### config.mk
export PLATFORM = sky130hd
export DESIGN_NAME = sob_back
export DESIGN_NICKNAME = d
export VERILOG_FILES = /design/src/hdl/sob_pkg.sv /design/src/hdl/sob_back.sv
export VERILOG_INCLUDE_DIRS = /design/src /design/src/hdl
export SDC_FILE = /design/constraint.sdc
export NUM_CORES = 1
export LEC_CHECK = 0
export ABC_CLOCK_PERIOD_IN_PS = 5750
export BUFFER_PORTS_ARGS = -buffer_cell sky130_fd_sc_hd__buf_4
export CAP_MARGIN = 10
export CORE_MARGIN = 5
export CORE_UTILIZATION = 31
export DETAILED_ROUTE_END_ITERATION = 7
export GPL_ROUTABILITY_DRIVEN = 1
export GPL_TIMING_DRIVEN = 0
export PLACE_DENSITY = 0.57
export SLEW_MARGIN = 10
export SYNTH_ARGS = -nofsm -noshare
export SYNTH_HDL_FRONTEND = slang
export SYNTH_SLANG_ARGS = --single-unit
### constraint.sdc
create_clock -name clk -period 5.75 [get_ports clk]
set_clock_uncertainty 0.2 [all_clocks]
set_input_delay 1.4375 -clock clk [delete_from_list [all_inputs] [get_ports clk]]
set_output_delay 1.4375 -clock clk [all_outputs]
set_load 0.005 [all_outputs]
### src/hdl/sobel_3x3_edge_filter_unit_assert.svh
// ----------------------------------------------------------------------------
// Sobel edge filter assertion macros
// Concurrent checks clocked on clk and disabled while rst_n is low.
// ----------------------------------------------------------------------------
`ifndef SOBEL_3X3_EDGE_FILTER_UNIT_ASSERT_SVH
`define SOBEL_3X3_EDGE_FILTER_UNIT_ASSERT_SVH

`ifndef SYNTH

// lbl: property prop must hold at every clock edge outside reset
`define SOB_ASSERT(lbl, prop, msg) \
    lbl: assert property (@(posedge clk) disable iff (!rst_n) prop) else $error(msg);

// lbl: condition cond must never be seen at a clock edge outside reset
`define SOB_NEVER(lbl, cond, msg) \
    lbl: assert property (@(posedge clk) disable iff (!rst_n) !(cond)) else $error(msg);

`else

`define SOB_ASSERT(lbl, prop, msg)
`define SOB_NEVER(lbl, cond, msg)

`endif

`endif

### src/hdl/sob_pkg.sv
// ----------------------------------------------------------------------------
// Sobel edge filter package
// Field widths, configuration register indexes and the front-to-back item.
// ----------------------------------------------------------------------------
`timescale 1ns / 1ps

package sob_pkg;

    localparam int PIX_W      = 8;
    localparam int ROW_W      = 12;
    localparam int COL_W      = 10;
    localparam int CFG_IDX_W  = 1;
    localparam int CFG_DATA_W = 13;
    localparam int CFG_WID_W  = 11;
    localparam int CFG_HGT_W  = 13;

    // Configuration register indexes
    localparam logic [CFG_IDX_W-1:0] CFG_IMAGE_WIDTH  = 1'b0;
    localparam logic [CFG_IDX_W-1:0] CFG_IMAGE_HEIGHT = 1'b1;

    // One classified pixel: which results it causes and the 3x3 taps needed
    typedef struct packed {
        logic             has_int;
        logic             has_bord;
        logic [ROW_W-1:0] int_row;
        logic [COL_W-1:0] int_col;
        logic [ROW_W-1:0] pos_row;
        logic [COL_W-1:0] pos_col;
        logic [PIX_W-1:0] tl;
        logic [PIX_W-1:0] ml;
        logic [PIX_W-1:0] bl;
        logic [PIX_W-1:0] tc;
        logic [PIX_W-1:0] bc;
        logic [PIX_W-1:0] tr;
        logic [PIX_W-1:0] mr;
        logic [PIX_W-1:0] br;
    } op_t;

endpackage

### src/hdl/sob_back.sv
// ----------------------------------------------------------------------------
// Sobel back end
// Computes gradients and issues one or two results per item into the
// output register.
// ----------------------------------------------------------------------------
`timescale 1ns / 1ps
`include "sobel_3x3_edge_filter_unit_assert.svh"

module sob_back (
    input  logic                        clk,
    input  logic                        rst_n,
    input  logic                        head_valid,
    input  sob_pkg::op_t                head_op,
    output logic                        q_pop,
    output logic                        empty,
    input  logic                        pop,
    output logic [sob_pkg::ROW_W-1:0]   out_row,
    output logic [sob_pkg::COL_W-1:0]   out_col,
    output logic [sob_pkg::PIX_W-1:0]   grad_x,
    output logic [sob_pkg::PIX_W-1:0]   grad_y,
    output logic [sob_pkg::PIX_W-1:0]   grad_sum,
    output logic                        last
);

    import sob_pkg::*;

    localparam int SW = PIX_W + 2;

    function automatic logic [PIX_W-1:0] clamp_diff(input logic [SW-1:0] pos,
                                                   input logic [SW-1:0] neg);
        logic [SW-1:0] d;
        begin
            d = pos - neg;
            if (pos <= neg)
            begin
                clamp_diff = '0;
            end
            else if (d > SW'(255))
            begin
                clamp_diff = '1;
            end
            else
            begin
                clamp_diff = d[PIX_W-1:0];
            end
        end
    endfunction

    logic             phase_reg, phase_next;
    logic             out_valid_reg, out_valid_next;
    logic [ROW_W-1:0] row_reg;
    logic [COL_W-1:0] col_reg;
    logic [PIX_W-1:0] gx_reg, gy_reg, sum_reg;
    logic             last_reg;

    logic             emit_int, load, op_done;
    logic [SW-1:0]    pos_x, neg_x, pos_y, neg_y;
    logic [PIX_W-1:0] gx_int, gy_int;
    logic [PIX_W:0]   sum_int;
    logic [ROW_W-1:0] res_row;
    logic [COL_W-1:0] res_col;
    logic [PIX_W-1:0] res_gx, res_gy, res_sum;
    logic             res_last;

    assign pos_x = SW'(head_op.tr) + {1'b0, head_op.mr, 1'b0} + SW'(head_op.br);
    assign neg_x = SW'(head_op.tl) + {1'b0, head_op.ml, 1'b0} + SW'(head_op.bl);
    assign pos_y = SW'(head_op.bl) + {1'b0, head_op.bc, 1'b0} + SW'(head_op.br);
    assign neg_y = SW'(head_op.tl) + {1'b0, head_op.tc, 1'b0} + SW'(head_op.tr);

    assign gx_int  = clamp_diff(pos_x, neg_x);
    assign gy_int  = clamp_diff(pos_y, neg_y);
    assign sum_int = {1'b0, gx_int} + {1'b0, gy_int};

    // interior result goes out first, border result of the same pixel second
    assign emit_int = head_op.has_int && !phase_reg;
    assign load     = head_valid && (!out_valid_reg || pop);
    assign op_done  = !emit_int || !head_op.has_bord;
    assign q_pop    = load && op_done;

    always_comb
    begin
        if (emit_int)
        begin
            res_row  = head_op.int_row;
            res_col  = head_op.int_col;
            res_gx   = gx_int;
            res_gy   = gy_int;
            res_sum  = sum_int[PIX_W] ? '1 : sum_int[PIX_W-1:0];
            res_last = !head_op.has_bord;
        end
        else
        begin
            res_row  = head_op.pos_row;
            res_col  = head_op.pos_col;
            res_gx   = head_op.br;
            res_gy   = '0;
            res_sum  = head_op.br;
            res_last = 1'b1;
        end
    end

    always_comb
    begin
        phase_next     = phase_reg;
        out_valid_next = out_valid_reg;
        if (load)
        begin
            out_valid_next = 1'b1;
            phase_next     = !op_done;
        end
        else if (pop)
        begin
            out_valid_next = 1'b0;
        end
    end

    always_ff @(posedge clk or negedge rst_n)
    begin
        if (!rst_n)
        begin
            phase_reg     <= 1'b0;
            out_valid_reg <= 1'b0;
        end
        else
        begin
            phase_reg     <= phase_next;
            out_valid_reg <= out_valid_next;
        end
    end

    always_ff @(posedge clk)
    begin
        if (load)
        begin
            row_reg  <= res_row;
            col_reg  <= res_col;
            gx_reg   <= res_gx;
            gy_reg   <= res_gy;
            sum_reg  <= res_sum;
            last_reg <= res_last;
        end
    end

    assign empty    = !out_valid_reg;
    assign out_row  = row_reg;
    assign out_col  = col_reg;
    assign grad_x   = gx_reg;
    assign grad_y   = gy_reg;
    assign grad_sum = sum_reg;
    assign last     = last_reg;

    `SOB_ASSERT(a_back_phase_head, phase_reg |-> head_valid && head_op.has_int && head_op.has_bord, "second result pending without its item")
    `SOB_ASSERT(a_back_split, (load && emit_int && head_op.has_bord) |=> phase_reg, "interior result not followed by border result")
    `SOB_ASSERT(a_back_notlast, (out_valid_reg && !last_reg) |-> phase_reg, "non-final result shown with nothing to follow")

endmodule

==> summary.txt, run 1 <==
post-route design area - 7480 um2
kind of critical path - in -> reg
r2r setup slk - 3500 ps
Yosys warning count - 0
synth top area cells - edfxtp_1 26%, ha_1 15%, fa_1 13%
drt first pass iters - 4
Final Worst Setup Slack - -635 ps
CTS tree - done
Clock transition at path regs - 60 ps
Synth top area share - 26.3%
status - finished, violations left
DP Area - 6980 um2
Cells after Synth - 595
Core ar. - 17100 um2
initial core utilization - 31.4%
I/O pin count - 163
Via Count - 4729
VDD IR-drop max - 0.232 mV
reg2reg end - grad_x[3]
crit path capture type - flop
Synth async-reset ratio - 4.08%
Final ANT Viol Nets - 0
critical path startpoint category - input port
Setup crit end - grad_sum[0]
final setup violation count - 8
number of global-route vias before repair - 4811
#FFs+latches synth - 49
Synth Flop Type - edfxtp_1
CP Data Required Time - 5570 ps
syn_nets - 808
Worst path max stage delay - 540 ps
total die area - 20100 um2
IO Port Bufs - 162
worst slew pin tran - 496 ps
Rows - 48
critical path fanouts, max - 6
drc violations - 0
Starting DRT DRC Count - 175
violated checks - negative setup slack
vias per cell - 4.68
final non-filler cell total - 1011
EDFF count, synth - 47
WL final - 15.4 mm
most common cell after layout, fill and taps aside - buf_4
min-delay src - out_valid_reg
worst reg2reg path startpoint - phase_reg
die width - 142 um
CTS H-tree depth - 2
Mapped Area - 5370 um2
total track usage - 14.9%
pre-CTS WS - -1290 ps
Synth Area per Inst - 9.02 um2
most frequent cells in the layout - 182 x buf_4, 90 x nand2_1, 84 x inv_1
share of layout cells above drive strength 1 - 32.2%
diode count - 0
HPWL Detailed - 13.1 mm
number of flip-flops in the largest register - 12
hold_buf cts - 0
initial antenna violation count - 0
Hold Vio Cnt, Final - 0
CTS Buffer Depth - 2
most frequent CP cell - ha_1
CTS root buf - clkbuf_16
Cell Pwr Density - 478 nW/um2
Clock Sinks - 49
Worst Setup SP - head_op[1]
Area growth, synth to finish - 39.3%
gpl congestion - 0.831
largest net degree at the start of global routing - 31
Worst Path Arrival - 6210 ps
r2r worst-path depth - 5
Crit-path slowest cell - fa_1
dpl cells - 983
Distinct cells, synth - 46
period utilization - 111%
CTS Buf Count - 5
dominant cell type by area after synthesis - edfxtp_1
GRT Residual Overflow - 0
die height - 142 um
Worst slew margin - 66.7%
HP Class - reg -> reg
leakage - 3.60 nW
first-pass GRT wire length - 24.1 mm
Final nets - 998
fmax - 157 MHz
sequential area share after synthesis - 27.2%
RSZ-0062 raised after global routing - yes
number of max-slew violations in the final report - 0
crit path time final - 6390 ps
WL/cell - 15.2 um
worst-skew pair later-pin latency - 280 ps
Max Cap Viol - 0
==> what timing repair did <==
| action | 4_1_cts | 5_1_grt |
|---|---|---|
| resized for setup | 24 | 20 |
| buffers inserted | 16 | 6 |
| endpoints found under the setup margin | 8 | 8 |
| pin swaps | 28 | 26 |
| gates cloned | 0 | 0 |
| hold endpoints to repair | 0 | 0 |
==> worst min-delay path by stage <==
stage                          to  slack, ps  cells past startpoint
floorplan               phase_reg        260                      2
global placement        phase_reg        300                      2
detailed placement      phase_reg        310                      2
CTS                     phase_reg        320                      2
global route            phase_reg        360                      2
finish              out_valid_reg        320                      2
==> worst max-delay path, delay by kind of cell <==
| family | cells | cell delay, ps |
|---|---|---|
| xor gates and xnor gates | 2 | 230 |
| buffers and inverters | 6 | 690 |
| and+or+nand+nor | 2 | 470 |
| AOI/OAI and AO/OA | 11 | 1510 |
| adders and majority gates | 5 | 1840 |
==> layer usage <==
metal	routed length [um]	up-vias	track usage, %
met5	0	-	0
met4	159	0	2.68
met3	1470	9	3.51
met2	6990	168	25.3
met1	6770	2148	19.8
li1	-	2404	-
==> power by group <==
part           total [W]  internal, W  switching [W]
clock network   0.000276     0.000161       0.000116
registers       0.000512     0.000494      0.0000173
logic            0.00279      0.00133        0.00146
total            0.00358      0.00198        0.00160
==> stage by stage <==
| step | setup TNS [ps] | hold WS [ps] | util, % | power, W |
|---|---|---|---|---|
| 3_3_place_gp | -9810 | 299 | 40.7 | 0.00292 |
| 5_1_grt | -7150 | 356 | 43.7 | 0.00392 |
| 4_1_cts | -5860 | 323 | 42.8 | 0.00346 |
| 3_5_place_dp | -9890 | 308 | 40.8 | 0.00293 |
| 2_1_floorplan | -4500 | 263 | - | 0.00235 |
| 6_report | -4970 | 317 | 43.7 | 0.00358 |
==> kinds of logic after synthesis <==
kind of cell	count (synthesis)	share of synthesized area (%)
AO/OA/AOI/OAI	134	16.8
XOR/XNOR	39	6.36
adder cells (fa/ha/maj)	99	28.0
buffers and inverters	103	7.41
flip-flops	49	27.2
multiplexers	2	0.419
AND/OR/NAND/NOR	169	13.8
==> Yosys cell counts (all sizes together), types with 5 or more instances <==
cell    count
nand2      93
a21o       15
xnor2      22
nand2b     11
fa         35
a211oi      6
o21ai      19
clkbuf     10
edfxtp     47
nor2b       5
a21oi      42
ha         64
nor3        6
a311oi      7
xor2       17
nand4       5
o21a       19
nor2       36
inv        89
==> area by class of cell <==
| class | instances | area, um2 |
|---|---|---|
| fillers | 1701 | 9640 |
| inverters | 89 | 349 |
| multi-input cells | 443 | 3760 |
| clock inverters | 1 | 5.00 |
| plain buffers | 12 | 61.3 |
| well taps | 225 | 282 |
| repair buffers | 185 | 1430 |
| flip-flops and latches | 49 | 1460 |
| clock buffers | 7 | 133 |
(Power assumes the default switching activity.)
==> run 2: changes to the inputs <==
--- a/config.mk
+++ b/config.mk
@@ -15,6 +15,7 @@
 export GPL_ROUTABILITY_DRIVEN = 1
 export GPL_TIMING_DRIVEN = 0
 export PLACE_DENSITY = 0.57
+export REMOVE_ABC_BUFFERS = 1
 export SLEW_MARGIN = 10
 export SYNTH_ARGS = -nofsm -noshare
 export SYNTH_HDL_FRONTEND = slang
==> run 2 against run 1 <==
Net effect: the flow still finishes with violations (negative setup slack); sequential power is essentially flat; clock power rose by 2%; core utilization up 0.88 points; first-iteration DRC count fell by 3.4%; register-to-register slack got worse by 170 ps; clock-buffer cell count fell by 2; sequential share of layout area shrank 0.39 points; non-clock buffer count grew 6.
==> summary.txt, run 2 (synthesized netlist as in run 1, its figures left out) <==
status - finished, violations left
violated checks - negative setup slack
CTS tree - done
CP Data Required Time - 5570 ps (about the same)
Via Count - 4758 (+0.61%)
Worst slew margin - 35.4% (-31 points)
r2r worst-path depth - 5 (unchanged)
share of layout cells above drive strength 1 - 35.6% (+3.4 points)
fmax - 156 MHz (-0.20%)
CTS root buf - clkbuf_16
CTS Buffer Depth - 2 (unchanged)
number of global-route vias before repair - 4785 (-0.54%)
WL final - 15.4 mm (+0.16%)
leakage - 3.65 nW (+1.5%)
met2 usage - 24.4% (-0.87 points)
dpl cells - 970 (-1.3%)
Worst Setup SP - head_op[48]
GRT Residual Overflow - 0 (unchanged)
VDD IR-drop max - 0.224 mV (-3.6%)
HPWL Detailed - 12.7 mm (-3.3%)
Rows - 48 (unchanged)
initial core utilization - 31.4% (unchanged)
die width - 142 um (unchanged)
Fin Setup TNS - -4960 ps (+8.70 ps)
most frequent CP cell - a21oi_2
crit path capture type - flop
vias per cell - 4.68 (about the same)
CTS H-tree depth - 2 (unchanged)
Worst Path Arrival - 6220 ps (about the same)
worst-skew pair later-pin latency - 280 ps (about the same)
critical path fanouts, max - 6 (unchanged)
most common cell after layout, fill and taps aside - buf_4
CTS Buf Count - 5 (unchanged)
Final Worst Setup Slack - -648 ps (-13.0 ps)
diode count - 0 (unchanged)
period utilization - 111% (+0.23 points)
initial antenna violation count - 0 (unchanged)
Final ANT Viol Nets - 0 (unchanged)
most frequent cells in the layout - 192 x buf_4, 93 x nand2_1, 80 x inv_1
Starting DRT DRC Count - 169 (-3.4%)
drc violations - 0 (unchanged)
drt first pass iters - 4 (unchanged)
final non-filler cell total - 1017 (+0.59%)
met1 Use GR - 19.6% (-0.16 points)
number of max-slew violations in the final report - 0 (unchanged)
Setup crit end - grad_sum[4]
Clock transition at path regs - 60 ps (about the same)
crit path time final - 6400 ps (+13.0 ps)
Cell Pwr Density - 518 nW/um2 (+8.3%)
GRT met3 Usage - 2.80% (-0.71 points)
largest net degree at the start of global routing - 34 (+9.7%)
worst reg2reg path startpoint - phase_reg
final setup violation count - 8 (unchanged)
Clock Sinks - 49 (unchanged)
Final nets - 1004 (+0.60%)
number of flip-flops in the largest register - 12 (unchanged)
Area growth, synth to finish - 42.1%
total die area - 20100 um2 (unchanged)
first-pass GRT wire length - 23.7 mm (-1.5%)
Worst path max stage delay - 540 ps (about the same)
gpl congestion - 0.820 (-1.4%)
Core ar. - 17100 um2 (unchanged)
Hold Vio Cnt, Final - 0 (unchanged)
r2r setup slk - 3330 ps (-170 ps)
HP Class - reg -> reg
GRT busiest layer - met2
IO Port Bufs - 162 (unchanged)
die height - 142 um (unchanged)
Crit-path slowest cell - fa_1
Max Cap Viol - 0 (unchanged)
kind of critical path - in -> reg
reg2reg end - grad_sum[4]
worst slew pin tran - 969 ps (+473 ps)
RSZ-0062 raised after global routing - yes
total track usage - 14.6% (-0.30 points)
WL/cell - 15.1 um (-0.43%)
critical path startpoint category - input port
I/O pin count - 163 (unchanged)
run 2: changes by cell type in the layout (fill, tap and decap cells not counted), moves of 3 or more:
| cell | previous run | this run |
|---|---|---|
| buf_4 | 182 | 192 |
| a21oi_2 | 20 | 23 |
| fa_2 | 4 | 7 |
| o21ai_0 | 11 | 8 |
| ha_1 | 57 | 54 |
| inv_2 | 3 | 8 |
| nand2_2 | 3 | 0 |
| buf_6 | 2 | 9 |
| ha_4 | 2 | 7 |
| inv_1 | 84 | 80 |
| fa_1 | 31 | 28 |
| clkbuf_1 | 11 | 0 |
| nand2_1 | 90 | 93 |
run 2: worst min path at each step:
| stage | from | to | slack (ps) | cells past startpoint |
|---|---|---|---|---|
| 2_1_floorplan | phase_reg | phase_reg | 260 | 2 |
| 3_3_place_gp | phase_reg | phase_reg | 290 | 2 |
| 3_5_place_dp | out_valid_reg | out_valid_reg | 320 | 2 |
| 4_1_cts | out_valid_reg | out_valid_reg | 340 | 2 |
| 5_1_grt | phase_reg | phase_reg | 400 | 2 |
| 6_report | out_valid_reg | out_valid_reg | 330 | 2 |
run 2: where the power goes:
group | internal, W | switching (W)
clock network | 0.000160 | 0.000122
registers | 0.000494 | 0.0000174
logic | 0.00155 | 0.00161
total | 0.00221 | 0.00175
run 2: routing by layer:
| layer | vias up | routed length, um |
|---|---|---|
| met5 | - | 0 |
| li1 | 2414 | - |
| met4 | 0 | 236 |
| met1 | 2159 | 7140 |
| met2 | 167 | 6840 |
| met3 | 18 | 1190 |
run 2: repair_timing:
action	in CTS	in global routing
gates cloned	0	0
buffers inserted	26	13
gates resized for setup	64	26
hold buffers	0	0
endpoints found under the setup margin	8	8
pin swaps	51	37
run 2: worst max-delay path, delay by kind of cell:
kind            cells  cell delay, ps
simple gates        4             800
fa+ha+maj           6            1820
buf+inv             4             200
xor+xnor            1             100
compound gates     10            1830
run 2: stage by stage:
stage               hold slack, ps  util, %  cell area, um2  total power (W)  setup slack [ps]
detailed placement             322     40.0            6850          0.00276             -1920
finish                         331     44.6            7630          0.00395              -648
global placement               286     39.7            6800          0.00276             -1900
global route                   402     44.6            7630          0.00427              -906
floorplan                      263        -            5310          0.00217              -950
CTS                            340     43.4            7430          0.00363              -652
run 2: layout make-up:
cell class	count	area [um2]
clock buffers	5	125
clock inverters	3	17.5
fillers	1668	9490
inverters	89	337
multi-input cells	443	3820
flip-flops and latches	49	1460
well taps	225	282
repair buffers	203	1580
