**src/hdl/sobel_3x3_edge_filter_unit_assert.svh**
```systemverilog
// ----------------------------------------------------------------------------
// Sobel edge filter assertion macros
// Concurrent checks clocked on clk and disabled while rst_n is low.
// ----------------------------------------------------------------------------
`ifndef SOBEL_3X3_EDGE_FILTER_UNIT_ASSERT_SVH
`define SOBEL_3X3_EDGE_FILTER_UNIT_ASSERT_SVH

`ifndef SYNTH

// lbl: property prop must hold at every clock edge outside reset
`define SOB_ASSERT(lbl, prop, msg) \
    lbl: assert property (@(posedge clk) disable iff (!rst_n) prop) else $error(msg);

// lbl: condition cond must never be seen at a clock edge outside reset
`define SOB_NEVER(lbl, cond, msg) \
    lbl: assert property (@(posedge clk) disable iff (!rst_n) !(cond)) else $error(msg);

`else

`define SOB_ASSERT(lbl, prop, msg)
`define SOB_NEVER(lbl, cond, msg)

`endif

`endif

```
**src/hdl/sob_pkg.sv**
```systemverilog
// ----------------------------------------------------------------------------
// Sobel edge filter package
// Field widths, configuration register indexes and the front-to-back item.
// ----------------------------------------------------------------------------
`timescale 1ns / 1ps

package sob_pkg;

    localparam int PIX_W      = 8;
    localparam int ROW_W      = 12;
    localparam int COL_W      = 10;
    localparam int CFG_IDX_W  = 1;
    localparam int CFG_DATA_W = 13;
    localparam int CFG_WID_W  = 11;
    localparam int CFG_HGT_W  = 13;

    // Configuration register indexes
    localparam logic [CFG_IDX_W-1:0] CFG_IMAGE_WIDTH  = 1'b0;
    localparam logic [CFG_IDX_W-1:0] CFG_IMAGE_HEIGHT = 1'b1;

    // One classified pixel: which results it causes and the 3x3 taps needed
    typedef struct packed {
        logic             has_int;
        logic             has_bord;
        logic [ROW_W-1:0] int_row;
        logic [COL_W-1:0] int_col;
        logic [ROW_W-1:0] pos_row;
        logic [COL_W-1:0] pos_col;
        logic [PIX_W-1:0] tl;
        logic [PIX_W-1:0] ml;
        logic [PIX_W-1:0] bl;
        logic [PIX_W-1:0] tc;
        logic [PIX_W-1:0] bc;
        logic [PIX_W-1:0] tr;
        logic [PIX_W-1:0] mr;
        logic [PIX_W-1:0] br;
    } op_t;

endpackage

```
**src/hdl/sob_opq.sv**
```systemverilog
// ----------------------------------------------------------------------------
// Sobel item queue
// Short FIFO of classified pixels between the front end and the back end.
// ----------------------------------------------------------------------------
`timescale 1ns / 1ps
`include "sobel_3x3_edge_filter_unit_assert.svh"

module sob_opq #(
    parameter int DEPTH = 4
) (
    input  logic                         clk,
    input  logic                         rst_n,
    input  logic                         push,
    input  sob_pkg::op_t                 push_op,
    input  logic                         pop,
    output logic                         head_valid,
    output sob_pkg::op_t                 head_op,
    output logic [$clog2(DEPTH+1)-1:0]   count
);

    import sob_pkg::*;

    localparam int PW   = $clog2(DEPTH);
    localparam int CNTW = $clog2(DEPTH + 1);

    op_t            slot_reg [DEPTH];
    logic [PW-1:0]  wr_ptr_reg, wr_ptr_next;
    logic [PW-1:0]  rd_ptr_reg, rd_ptr_next;
    logic [CNTW-1:0] cnt_reg, cnt_next;

    always_comb
    begin
        wr_ptr_next = wr_ptr_reg;
        rd_ptr_next = rd_ptr_reg;
        cnt_next    = cnt_reg;
        if (push)
        begin
            wr_ptr_next = (wr_ptr_reg == PW'(DEPTH - 1)) ? '0 : wr_ptr_reg + 1'b1;
        end
        if (pop)
        begin
            rd_ptr_next = (rd_ptr_reg == PW'(DEPTH - 1)) ? '0 : rd_ptr_reg + 1'b1;
        end
        if (push && !pop)
        begin
            cnt_next = cnt_reg + 1'b1;
        end
        else if (pop && !push)
        begin
            cnt_next = cnt_reg - 1'b1;
        end
    end

    always_ff @(posedge clk or negedge rst_n)
    begin
        if (!rst_n)
        begin
            wr_ptr_reg <= '0;
            rd_ptr_reg <= '0;
            cnt_reg    <= '0;
        end
        else
        begin
            wr_ptr_reg <= wr_ptr_next;
            rd_ptr_reg <= rd_ptr_next;
            cnt_reg    <= cnt_next;
        end
    end

    always_ff @(posedge clk)
    begin
        if (push)
        begin
            slot_reg[wr_ptr_reg] <= push_op;
        end
    end

    assign head_valid = (cnt_reg != '0);
    assign head_op    = slot_reg[rd_ptr_reg];
    assign count      = cnt_reg;

    `SOB_NEVER(a_opq_overflow, push && !pop && (cnt_reg == CNTW'(DEPTH)), "item queue overflow")
    `SOB_NEVER(a_opq_underflow, pop && (cnt_reg == '0), "item queue popped while empty")
    `SOB_ASSERT(a_opq_ptr_gap, (cnt_reg == '0) |-> (wr_ptr_reg == rd_ptr_reg), "pointers apart while empty")

endmodule

```
**config.mk**
```make
export PLATFORM = sky130hd
export DESIGN_NAME = sob_opq
export DESIGN_NICKNAME = d
export VERILOG_FILES = /design/src/hdl/sob_pkg.sv /design/src/hdl/sob_opq.sv
export VERILOG_INCLUDE_DIRS = /design/src /design/src/hdl
export SDC_FILE = /design/constraint.sdc
export NUM_CORES = 1
export LEC_CHECK = 0
export BUFFER_PORTS_ARGS = -buffer_cell sky130_fd_sc_hd__buf_4
export CELL_PAD_IN_SITES_DETAIL_PLACEMENT = 1
export CELL_PAD_IN_SITES_GLOBAL_PLACEMENT = 2
export CORE_AREA = 2 2 198 200
export DETAILED_ROUTE_END_ITERATION = 7
export DIE_AREA = 0 0 200 202
export GPL_TIMING_DRIVEN = 0
export PLACE_DENSITY = 0.87
export REMOVE_ABC_BUFFERS = 1
export SLEW_MARGIN = 5
export SYNTH_ARGS = -nofsm -noshare
export SYNTH_HDL_FRONTEND = slang
export SYNTH_SLANG_ARGS = --single-unit
```
**constraint.sdc**
```tcl
create_clock -name clk -period 4.9 [get_ports clk]
set_input_delay 0.98 -clock clk [delete_from_list [all_inputs] [get_ports clk]]
set_output_delay 0.98 -clock clk [all_outputs]
set_load 0.02 [all_outputs]
```
==> reports/results.tsv, run 1 <==
stage	metric	value	unit
run_status	status	complete, no violations	
drt	vias per cell	5.040	
clock_network	Max Root-Sink Buffers	3	
setup_path	worst setup path startpoint	rd_ptr_reg[1]	
final_layout	final net count	996	
setup_path	worst-path maximum fanout	51	
logic_synthesis	Synth Register Bits	447	
setup_path	CP Launch Type	flip-flop	
setup_path	critical path data arrival time	2.52	ns
clock_network	Num CTS Buffers	47	
clock_network	hold buffer count at cts	0	
place	placed cell areas	0.01882	mm^2
die	die height	202	um
timing	Tcrit/Tclk final	0.7133	
place	Port Buffers	227	
final_layout	synthesis-to-layout area growth	24.41	%
die	die width	200	um
timing	post-route setup slack	1.405	ns
clock_network	CTS tree	yes	
clock_network	post-CTS setup buffer count	0	
drt	Pre-antenna DRT Iters	4	
final_layout	most common cell after layout, fill and taps aside	edfxtp_1	
final_layout	most frequent cells in the layout	440 x edfxtp_1, 227 x buf_4, 110 x mux4_2, 49 x clkbuf_16, 14 x clkbuf_1	
hold_path	worst min path class	input port to asynchronous set/reset pin	
global_route	first-pass GRT wire length	50.03	mm
logic_synthesis	Synth top area share	0.8096	
place	hpwl dp	19.80	mm
timing	setup violators final	0	
power_and_ir_drop	LEAKAGE	0.006905	uW
die	core box area	0.03829	mm^2
clock_network	H-tree Lvls	2	
logic_synthesis	Yosys warning total	0	
global_route	antenna violations before repair	1	
timing	count of pins over their slew limit	0	
timing	Setup TNS Final	0	ns
timing	final hold slack	0.2192	ns
power_and_ir_drop	peak supply drop	432.6	uV
clock_network	clk slew on worst S/H paths	0.06	ns
run	max cap viols	0	
timing	Slew @ Worst Pin	0.5980	ns
logic_synthesis	Yosys cell types	20	
final_layout	max reg flops	440	
die	Initial Utilization	0.4262	
drt	Post-Route WL	32.79	mm
clock_network	CTS root buf	clkbuf_16	
drt	DRT iter0 DRCs	418	
timing	RSZ-0062 raised after global routing	false	
drt	# DRC	0	
die	FP Rows	72	
global_route	aggregate global-route resource usage	0.1672	
drt	Vias	7202	
place	Post-Place Cells	1344	
timing	Fin. Hold Viols	0	
logic_synthesis	area leader, netlist	edfxtp_1	
timing	FMAX	286.1	MHz
final_layout	share of post-route cells with drive strength above 1	0.4604	
setup_path	FF-to-FF Start	rd_ptr_reg[1]	
timing	Layout Skew	0.009484	ns
setup_path	CP endpoint kind	output port	
timing	Final Critical Period	3.495	ns
die	DIE AREA	0.04040	mm^2
drt	DRT antenna net count	0	
global_route	vias in the first global route	8229	
clock_network	CTS sink count	447	
clock_network	post-CTS sizing	0	
logic_synthesis	Mapped Cells	611	
timing	Rel. slew slack	0.6013	
die	Ports	228	
setup_path	crit path kind	flip-flop to output port	
drt	Wirelength per Cell	22.94	um
global_route	largest net degree at the start of global routing	52	
logic_synthesis	synthesized area	0.01632	mm^2
power_and_ir_drop	Power Density	623.0	mW/mm^2
logic_synthesis	Syn Area/Cell	26.71	um^2
logic_synthesis	sequential share of the synthesized area	0.8204	
clock_network	worst-skew pair later-pin latency	0.56	ns
logic_synthesis	top cells by area, synth	edfxtp_1 81%, mux4_2 15%, dfrtp_1 1.1%, buf_8 0.64%, ha_1 0.46%	
final_layout	non-filler instance count after layout	1429	
final_layout	post-route cell area	0.02030	mm^2
global_route	Congestion Overflow GR	0	
setup_path	critical path data required time	3.92	ns
place	setup slack at placement	1.938	ns
place	RePlAce Congestion	0.6649	
[kinds of logic after synthesis]
group	Yosys count	synth area share
flip-flops	447	0.8204
multiplexers	113	0.1539
buffers and inverters	29	0.01464
AND/OR/NAND/NOR	10	0.003067
adder cells (fa/ha/maj)	7	0.005827
XOR/XNOR	3	0.001610
AO/OA/AOI/OAI	2	0.0006134
[power breakdown]
group | switching [uW] | total (uW) | internal [uW]
clock | 1380 | 3420 | 2040
sequential | 273 | 5170 | 4900
combinational | 2150 | 4060 | 1910
total | 3800 | 12600 | 8850
[path summary, 6_finish.rpt]
kind	slack [ns]	depth (start not counted)	endpoint
max	1.40	4	head_op[72]
min	0.22	1	count[0]
max reg2reg	2.91	4	rd_ptr_reg[1]
min reg2reg	0.56	1	count[2]
max in group asynchronous	4.54	1	rd_ptr_reg[0]
min in group clk	0.56	1	count[2]
[cells in the mapped netlist (all sizes together)]
| master | instances |
|---|---|
| edfxtp | 440 |
| mux4 | 110 |
| buf | 22 |
| dfrtp | 7 |
| ha | 6 |
| and2 | 4 |
| inv | 4 |
| clkbuf | 3 |
| mux2 | 3 |
| nor2 | 3 |
| nand2 | 2 |
| o21ai | 2 |
| xor2 | 2 |
| fa | 1 |
| or3 | 1 |
| xnor2 | 1 |
[worst max-delay path, cell delays in order, from the launching register on]
cell and delay, ns:
dfrtp_4 0.73, buf_12 0.31, buf_16 0.29, mux4_2 0.37
buf_4 0.18
[area by class of cell]
| class | instances | area (um^2) |
|---|---|---|
| Fill cell | 3324 | 17980 |
| Multi-Input combinational cell | 135 | 2703 |
| Antenna cell | 1 | 2.502 |
| Clock buffer | 67 | 1334 |
| Timing Repair Buffer | 240 | 2054 |
| Sequential cell | 447 | 13400 |
| Tap cell | 518 | 648.1 |
| Inverter | 4 | 15.01 |
| Clock inverter | 17 | 151.4 |
[per-stage QoR]
| stage | power [uW] | utilization |
|---|---|---|
| after floorplan | 7784 | - |
| after global placement | 9377 | 0.4818 |
| after detailed placement | 9429 | 0.4914 |
| after CTS | 12880 | 0.5302 |
| after global routing | 13230 | 0.5302 |
| final | 12650 | 0.5303 |
[routing by layer]
| layer | global-route usage | part of all wire | vias up |
|---|---|---|---|
| li1 | - | - | 3184 |
| met1 | 0.2098 | 0.40 | 3769 |
| met2 | 0.2767 | 0.50 | 203 |
| met3 | 0.05256 | 0.073 | 46 |
| met4 | 0.05529 | 0.020 | 0 |
| met5 | 0 | 0 | - |
Power figures use the tool's default switching activity.
==> run 2: changes to the inputs <==
==> constraint.sdc (replaced) <==
create_clock -name clk -period 3.6 [get_ports clk]
set_input_delay 0.72 -clock clk [delete_from_list [all_inputs] [get_ports clk]]
set_output_delay 0.72 -clock clk [all_outputs]
set_load 0.02 [all_outputs]
==> run 2 against run 1 <==
Against the previous run: final cell count is essentially flat; critical path depth is the same; hold slack gained 0.14 ns; clock skew grew 0.0012 ns; sequential share of layout area is essentially flat.
==> reports/results.tsv, run 2 (same netlist as run 1, synthesis figures left out) <==
stage	metric	value	unit	change
run_status	status	complete, no violations		
final_layout	max reg flops	440		unchanged
final_layout	non-filler instance count after layout	1430		+0.070%
global_route	largest net degree at the start of global routing	52		unchanged
setup_path	Slowest-stage cell, CP	dfrtp_4		
place	Port Buffers	227		unchanged
drt	Pre-antenna DRT Iters	4		unchanged
setup_path	CP endpoint kind	output port		
clock_network	CTS tree	yes		
timing	Tcrit/Tclk final	0.8993		
timing	RSZ-0062 raised after global routing	false		
hold_path	worst min path class	input port to flip-flop		
die	die width	200	um	unchanged
final_layout	post-route cell area	0.02031	mm^2	about the same
setup_path	CP Launch Type	flip-flop		
global_route	antenna violations before repair	1		unchanged
final_layout	Fillers	3323		-0.030%
place	placed cell areas	0.01882	mm^2	unchanged
drt	Post-Route WL	32.82	mm	about the same
run	max cap viols	0		unchanged
drt	# DRC	0		unchanged
timing	Slew @ Worst Pin	0.5933	ns	-0.004659 ns
die	Ports	228		unchanged
global_route	Congestion Overflow GR	0		unchanged
final_layout	share of post-route cells with drive strength above 1	0.4599		-0.0005054
place	RePlAce Congestion	0.6649		unchanged
power_and_ir_drop	Power Density	847.5	mW/mm^2	+36%
timing	Rel. slew slack	0.6044		+0.003106
die	die height	202	um	unchanged
drt	Vias	7227		+0.35%
setup_path	Worst path max stage delay	0.73	ns	about the same
die	DIE AREA	0.04040	mm^2	unchanged
timing	setup violators final	0		unchanged
die	core box area	0.03829	mm^2	unchanged
place	hpwl dp	19.80	mm	unchanged
global_route	aggregate global-route resource usage	0.1673		about the same
die	FP Rows	72		unchanged
timing	Fin. Hold Viols	0		unchanged
clock_network	post-CTS sizing	0		unchanged
place	Post-Place Cells	1344		unchanged
setup_path	crit path kind	flip-flop to output port		
drt	Wirelength per Cell	22.95	um	about the same
clock_network	CTS root buf	clkbuf_16		
die	Initial Utilization	0.4262		unchanged
setup_path	critical path data arrival time	2.52	ns	about the same
clock_network	H-tree Lvls	2		unchanged
clock_network	worst-skew pair later-pin latency	0.56	ns	about the same
clock_network	clk slew on worst S/H paths	0.06	ns	about the same
clock_network	Max Root-Sink Buffers	3		unchanged
clock_network	CTS sink count	447		unchanged
setup_path	worst-path maximum fanout	51		unchanged
final_layout	synthesis-to-layout area growth	24.47	%	about the same
drt	DRT antenna net count	0		unchanged
timing	Final Critical Period	3.238	ns	
final_layout	most common cell after layout, fill and taps aside	edfxtp_1		
power_and_ir_drop	LEAKAGE	0.006909	uW	about the same
timing	count of pins over their slew limit	0		unchanged
setup_path	critical path data required time	2.88	ns	-1.04 ns
timing	FMAX	308.9	MHz	
final_layout	Reg area	0.01340	mm^2	unchanged
timing	Layout Skew	0.01071	ns	+0.001230 ns
final_layout	most frequent cells in the layout	440 x edfxtp_1, 227 x buf_4, 110 x mux4_2, 49 x clkbuf_16, 14 x clkbuf_1		
setup_path	Critical Path, Cell by Cell	buf_12 -> buf_16 -> mux4_2 -> buf_4		
global_route	first-pass GRT wire length	50.05	mm	about the same
drt	DRT iter0 DRCs	409		-2.2%
power_and_ir_drop	peak supply drop	588.7	uV	+36%
final_layout	Multi-input gate area	0.002703	mm^2	unchanged
drt	vias per cell	5.054		+0.28%
global_route	vias in the first global route	8236		+0.085%
clock_network	Num CTS Buffers	47		unchanged
final_layout	final net count	997		+0.10%
run 2: cell count changes in the layout (fill, tap and decap cells not counted), sizes merged:
cell         previous run  this run
dlygate4sd3             0         1
run 2: metal layers:
layer  GRT usage  share of wire
met5           0              0
met4     0.05529          0.020
met3     0.05256          0.073
met2      0.2769           0.50
met1      0.2098           0.40
run 2: power breakdown:
part           switching [uW]  leakage (uW)  internal, uW
combinational            2930       0.00206          2600
clock                    1870      0.000723          2780
sequential                373       0.00412          6670
total                    5170       0.00691         12000
run 2: worst max-delay path: cells and delay by family, from the launching register on:
family | cells | cell delay [ns]
DFF | 1 | 0.73
muxes | 1 | 0.37
buffers and inverters | 3 | 0.78
run 2: timing repair:
action	4_1_cts	5_1_grt
buffers inserted	0	0
endpoints found under the hold margin	7	0
hold buffers	1	0
run 2: area by class of cell:
class                      count  share of cell area
antenna                        1           0.0001232
clock buffer                  67             0.06566
clock inverter                17            0.007453
inverter                       4           0.0007391
multi-input combinational    135              0.1330
sequential                   447              0.6594
tap                          518             0.03191
timing repair buffer         241              0.1016
run 2: metrics by stage:
| stage | setup slack (ns) | hold WS, ns | setup TNS [ns] | util | power (uW) |
|---|---|---|---|---|---|
| 6_report | 0.3624 | 0.3571 | 0 | 0.5306 | 17220 |
| 2_1_floorplan | -2.151 | 0.4244 | -294.82 | - | 10450 |
| 3_3_place_gp | -4.422 | 0.5129 | -1591.79 | 0.4818 | 11820 |
| 3_5_place_dp | 0.8984 | 0.5382 | 0 | 0.4914 | 12830 |
| 4_1_cts | 0.2808 | 0.3167 | 0 | 0.5305 | 17530 |
| 5_1_grt | 0.2379 | 0.3258 | 0 | 0.5305 | 18010 |
run 2: path summary, 6_finish.rpt:
path,startpoint,endpoint,slack (ns),cells after the start
setup / recovery,rd_ptr_reg[1],head_op[72],0.36,4
max in group asynchronous,rst_n,rd_ptr_reg[1],2.94,2
setup reg to reg,rd_ptr_reg[1],rd_ptr_reg[1],1.60,4
hold reg to reg,count[2],count[2],0.57,1
min in group asynchronous,rst_n,count[1],0.52,2
hold / removal,push_op[54],slot_reg[3][54],0.36,1
==> run 3: changes to the inputs <==
--- a/config.mk
+++ b/config.mk
@@ -9,9 +9,9 @@
 export BUFFER_PORTS_ARGS = -buffer_cell sky130_fd_sc_hd__buf_4
 export CELL_PAD_IN_SITES_DETAIL_PLACEMENT = 1
 export CELL_PAD_IN_SITES_GLOBAL_PLACEMENT = 2
-export CORE_AREA = 2 2 198 200
+export CORE_AREA = 2 2 181 219
 export DETAILED_ROUTE_END_ITERATION = 7
-export DIE_AREA = 0 0 200 202
+export DIE_AREA = 0 0 183 221
 export GPL_TIMING_DRIVEN = 0
 export PLACE_DENSITY = 0.87
 export REMOVE_ABC_BUFFERS = 1
==> run 3 against run 2 <==
Against the previous run: design area decreased by 0.44%; sequential power about the same; sequential share of layout area increased by 0.29 points; hold slack improved by 0.013 ns; clock skew increased by 0.0069 ns; routed wire length increased by 0.73%; largest power group unchanged; largest cell class unchanged.
==> reports/results.tsv, run 3 (same netlist as run 1, synthesis figures left out) <==
stage	metric	value	unit	change
hold_path	worst min path class	input port to flip-flop		
setup_path	Worst path max stage delay	0.74	ns	about the same
die	die height	221	um	+9.4%
timing	Rel. slew slack	0.4407		-0.1637
timing	count of pins over their slew limit	0		unchanged
run_status	status	complete, no violations		
clock_network	H-tree Lvls	2		unchanged
setup_path	critical path data required time	2.88	ns	about the same
setup_path	CP endpoint kind	output port		
global_route	antenna violations before repair	5		+4
clock_network	post-CTS setup buffer count	0		unchanged
global_route	GR peak layer	met2		
power_and_ir_drop	Power Density	847.3	mW/mm^2	about the same
power_and_ir_drop	total power	17140	uW	-0.46%
clock_network	hold buffer count at cts	1		unchanged
global_route	aggregate global-route resource usage	0.1677		+0.0004189
setup_path	worst-path maximum fanout	34		-33%
clock_network	clk slew on worst S/H paths	0.06	ns	about the same
global_route	M2 GR Usage	0.2934		+0.01647
drt	Vias	7254		+0.37%
global_route	Congestion Overflow GR	0		unchanged
drt	vias per cell	5.185		+2.6%
global_route	vias in the first global route	8168		-0.83%
drt	Pre-antenna DRT Iters	7		+3
drt	DRT antenna net count	0		unchanged
power_and_ir_drop	peak supply drop	492.5	uV	-16%
global_route	first-pass GRT wire length	50.85	mm	+1.6%
die	core box area	0.03835	mm^2	+0.17%
final_layout	post-route cell area	0.02022	mm^2	-0.44%
drt	# DRC	0		unchanged
timing	Final Critical Period	3.378	ns	+0.1404 ns
die	Ports	228		unchanged
die	die width	183	um	-8.5%
die	FP Rows	79		+9.7%
place	setup slack at placement	0.7056	ns	-0.1928 ns
die	Initial Utilization	0.4255		-0.0007231
place	Post-Place Cells	1312		-2.4%
timing	setup violators final	0		unchanged
power_and_ir_drop	LEAKAGE	0.006884	uW	-0.36%
final_layout	final net count	996		-0.10%
place	hpwl dp	21.04	mm	+6.3%
timing	post-route setup slack	0.2220	ns	-0.1404 ns
clock_network	CTS sink count	447		unchanged
setup_path	Slowest-stage cell, CP	dfrtp_4		
final_layout	synthesis-to-layout area growth	23.93	%	
final_layout	most common cell after layout, fill and taps aside	edfxtp_1		
clock_network	CTS root buf	clkbuf_16		
final_layout	most frequent cells in the layout	440 x edfxtp_1, 227 x buf_4, 110 x mux4_2, 47 x clkbuf_16, 10 x clkinv_1		
setup_path	CP Launch Type	flip-flop		
global_route	largest net degree at the start of global routing	53		+1.9%
timing	Tcrit/Tclk final	0.9383		+0.03901
clock_network	post-CTS sizing	0		unchanged
run	max cap viols	0		unchanged
setup_path	crit path kind	flip-flop to output port		
timing	RSZ-0062 raised after global routing	false		
clock_network	CTS tree	yes		
timing	Slew @ Worst Pin	0.8389	ns	+0.2456 ns
clock_network	worst-skew pair later-pin latency	0.55	ns	about the same
global_route	GR Util met1	0.2040		-0.005798
place	RePlAce Congestion	0.6656		+0.11%
drt	Post-Route WL	33.06	mm	+0.73%
die	DIE AREA	0.04044	mm^2	+0.11%
clock_network	Max Root-Sink Buffers	3		unchanged
global_route	met3 usage	0.03999		-0.01257
place	Port Buffers	227		unchanged
final_layout	non-filler instance count after layout	1399		-2.2%
timing	FMAX	296.0	MHz	-4.2%
timing	Layout Skew	0.01761	ns	+0.006893 ns
drt	DRT iter0 DRCs	394		-3.7%
clock_network	Num CTS Buffers	46		-2.1%
setup_path	Most Frequent Cell on Critical Path	buf_16		
final_layout	share of post-route cells with drive strength above 1	0.4670		+0.007099
setup_path	Critical Path, Cell by Cell	buf_16 -> buf_16 -> mux4_2 -> buf_4		
final_layout	max reg flops	440		unchanged
setup_path	critical path data arrival time	2.66	ns	+0.14 ns
timing	Fin. Hold Viols	0		unchanged
place	placed cell areas	0.01875	mm^2	-0.33%
drt	Wirelength per Cell	23.63	um	+3.0%
[run 3: per-stage QoR]
step,util,hold slack (ns),setup TNS [ns]
after CTS,0.5271,0.3437,0
final,0.5273,0.3701,0
after detailed placement,0.4890,0.5077,0
after global placement,0.4800,0.4811,-1610.88
after floorplan,-,0.4244,-294.82
after global routing,0.5273,0.3492,0
[run 3: critical path: cells and delay by family, from the launching register on]
| family | cells | cell delay (ns) |
|---|---|---|
| mux | 1 | 0.57 |
| buf+inv | 3 | 0.76 |
| flops | 1 | 0.74 |
[run 3: path summary, 6_finish.rpt]
kind	slack (ns)	start	endpoint	depth (start not counted)
worst max-delay path	0.22	rd_ptr_reg[0]	head_op[97]	4
min in group asynchronous	0.51	rst_n	count[1]	2
worst max register to register	1.35	wr_ptr_reg[0]	slot_reg[0][68]	5
worst min register to register	0.51	count[2]	count[2]	1
max in group asynchronous	2.94	rst_n	rd_ptr_reg[0]	2
worst min-delay path	0.37	push_op[108]	slot_reg[0][108]	1
[run 3: final cells by class]
type                            instances  area [um^2]
Antenna cell                            3        7.507
Clock inverter                         29        251.5
Sequential cell                       447        13400
Clock buffer                           54         1202
Timing Repair Buffer                  241         2042
Inverter                                4        15.01
Fill cell                            3333        18130
Tap cell                              486        608.1
Multi-Input combinational cell        135         2703
[run 3: power by group]
| part | switching (uW) | total, uW | internal (uW) | leakage (uW) |
|---|---|---|---|---|
| logic | 2920 | 5510 | 2590 | 0.00205 |
| registers | 402 | 7070 | 6670 | 0.00412 |
| clock network | 1880 | 4560 | 2670 | 0.000708 |
[run 3: routing by layer]
layer | part of all wire | vias to the layer above | routed length (um)
li1 | - | 3169 | -
met1 | 0.38 | 3815 | 12610
met2 | 0.53 | 200 | 17590
met3 | 0.055 | 66 | 1808
met4 | 0.031 | 4 | 1018
met5 | 0.00091 | - | 30
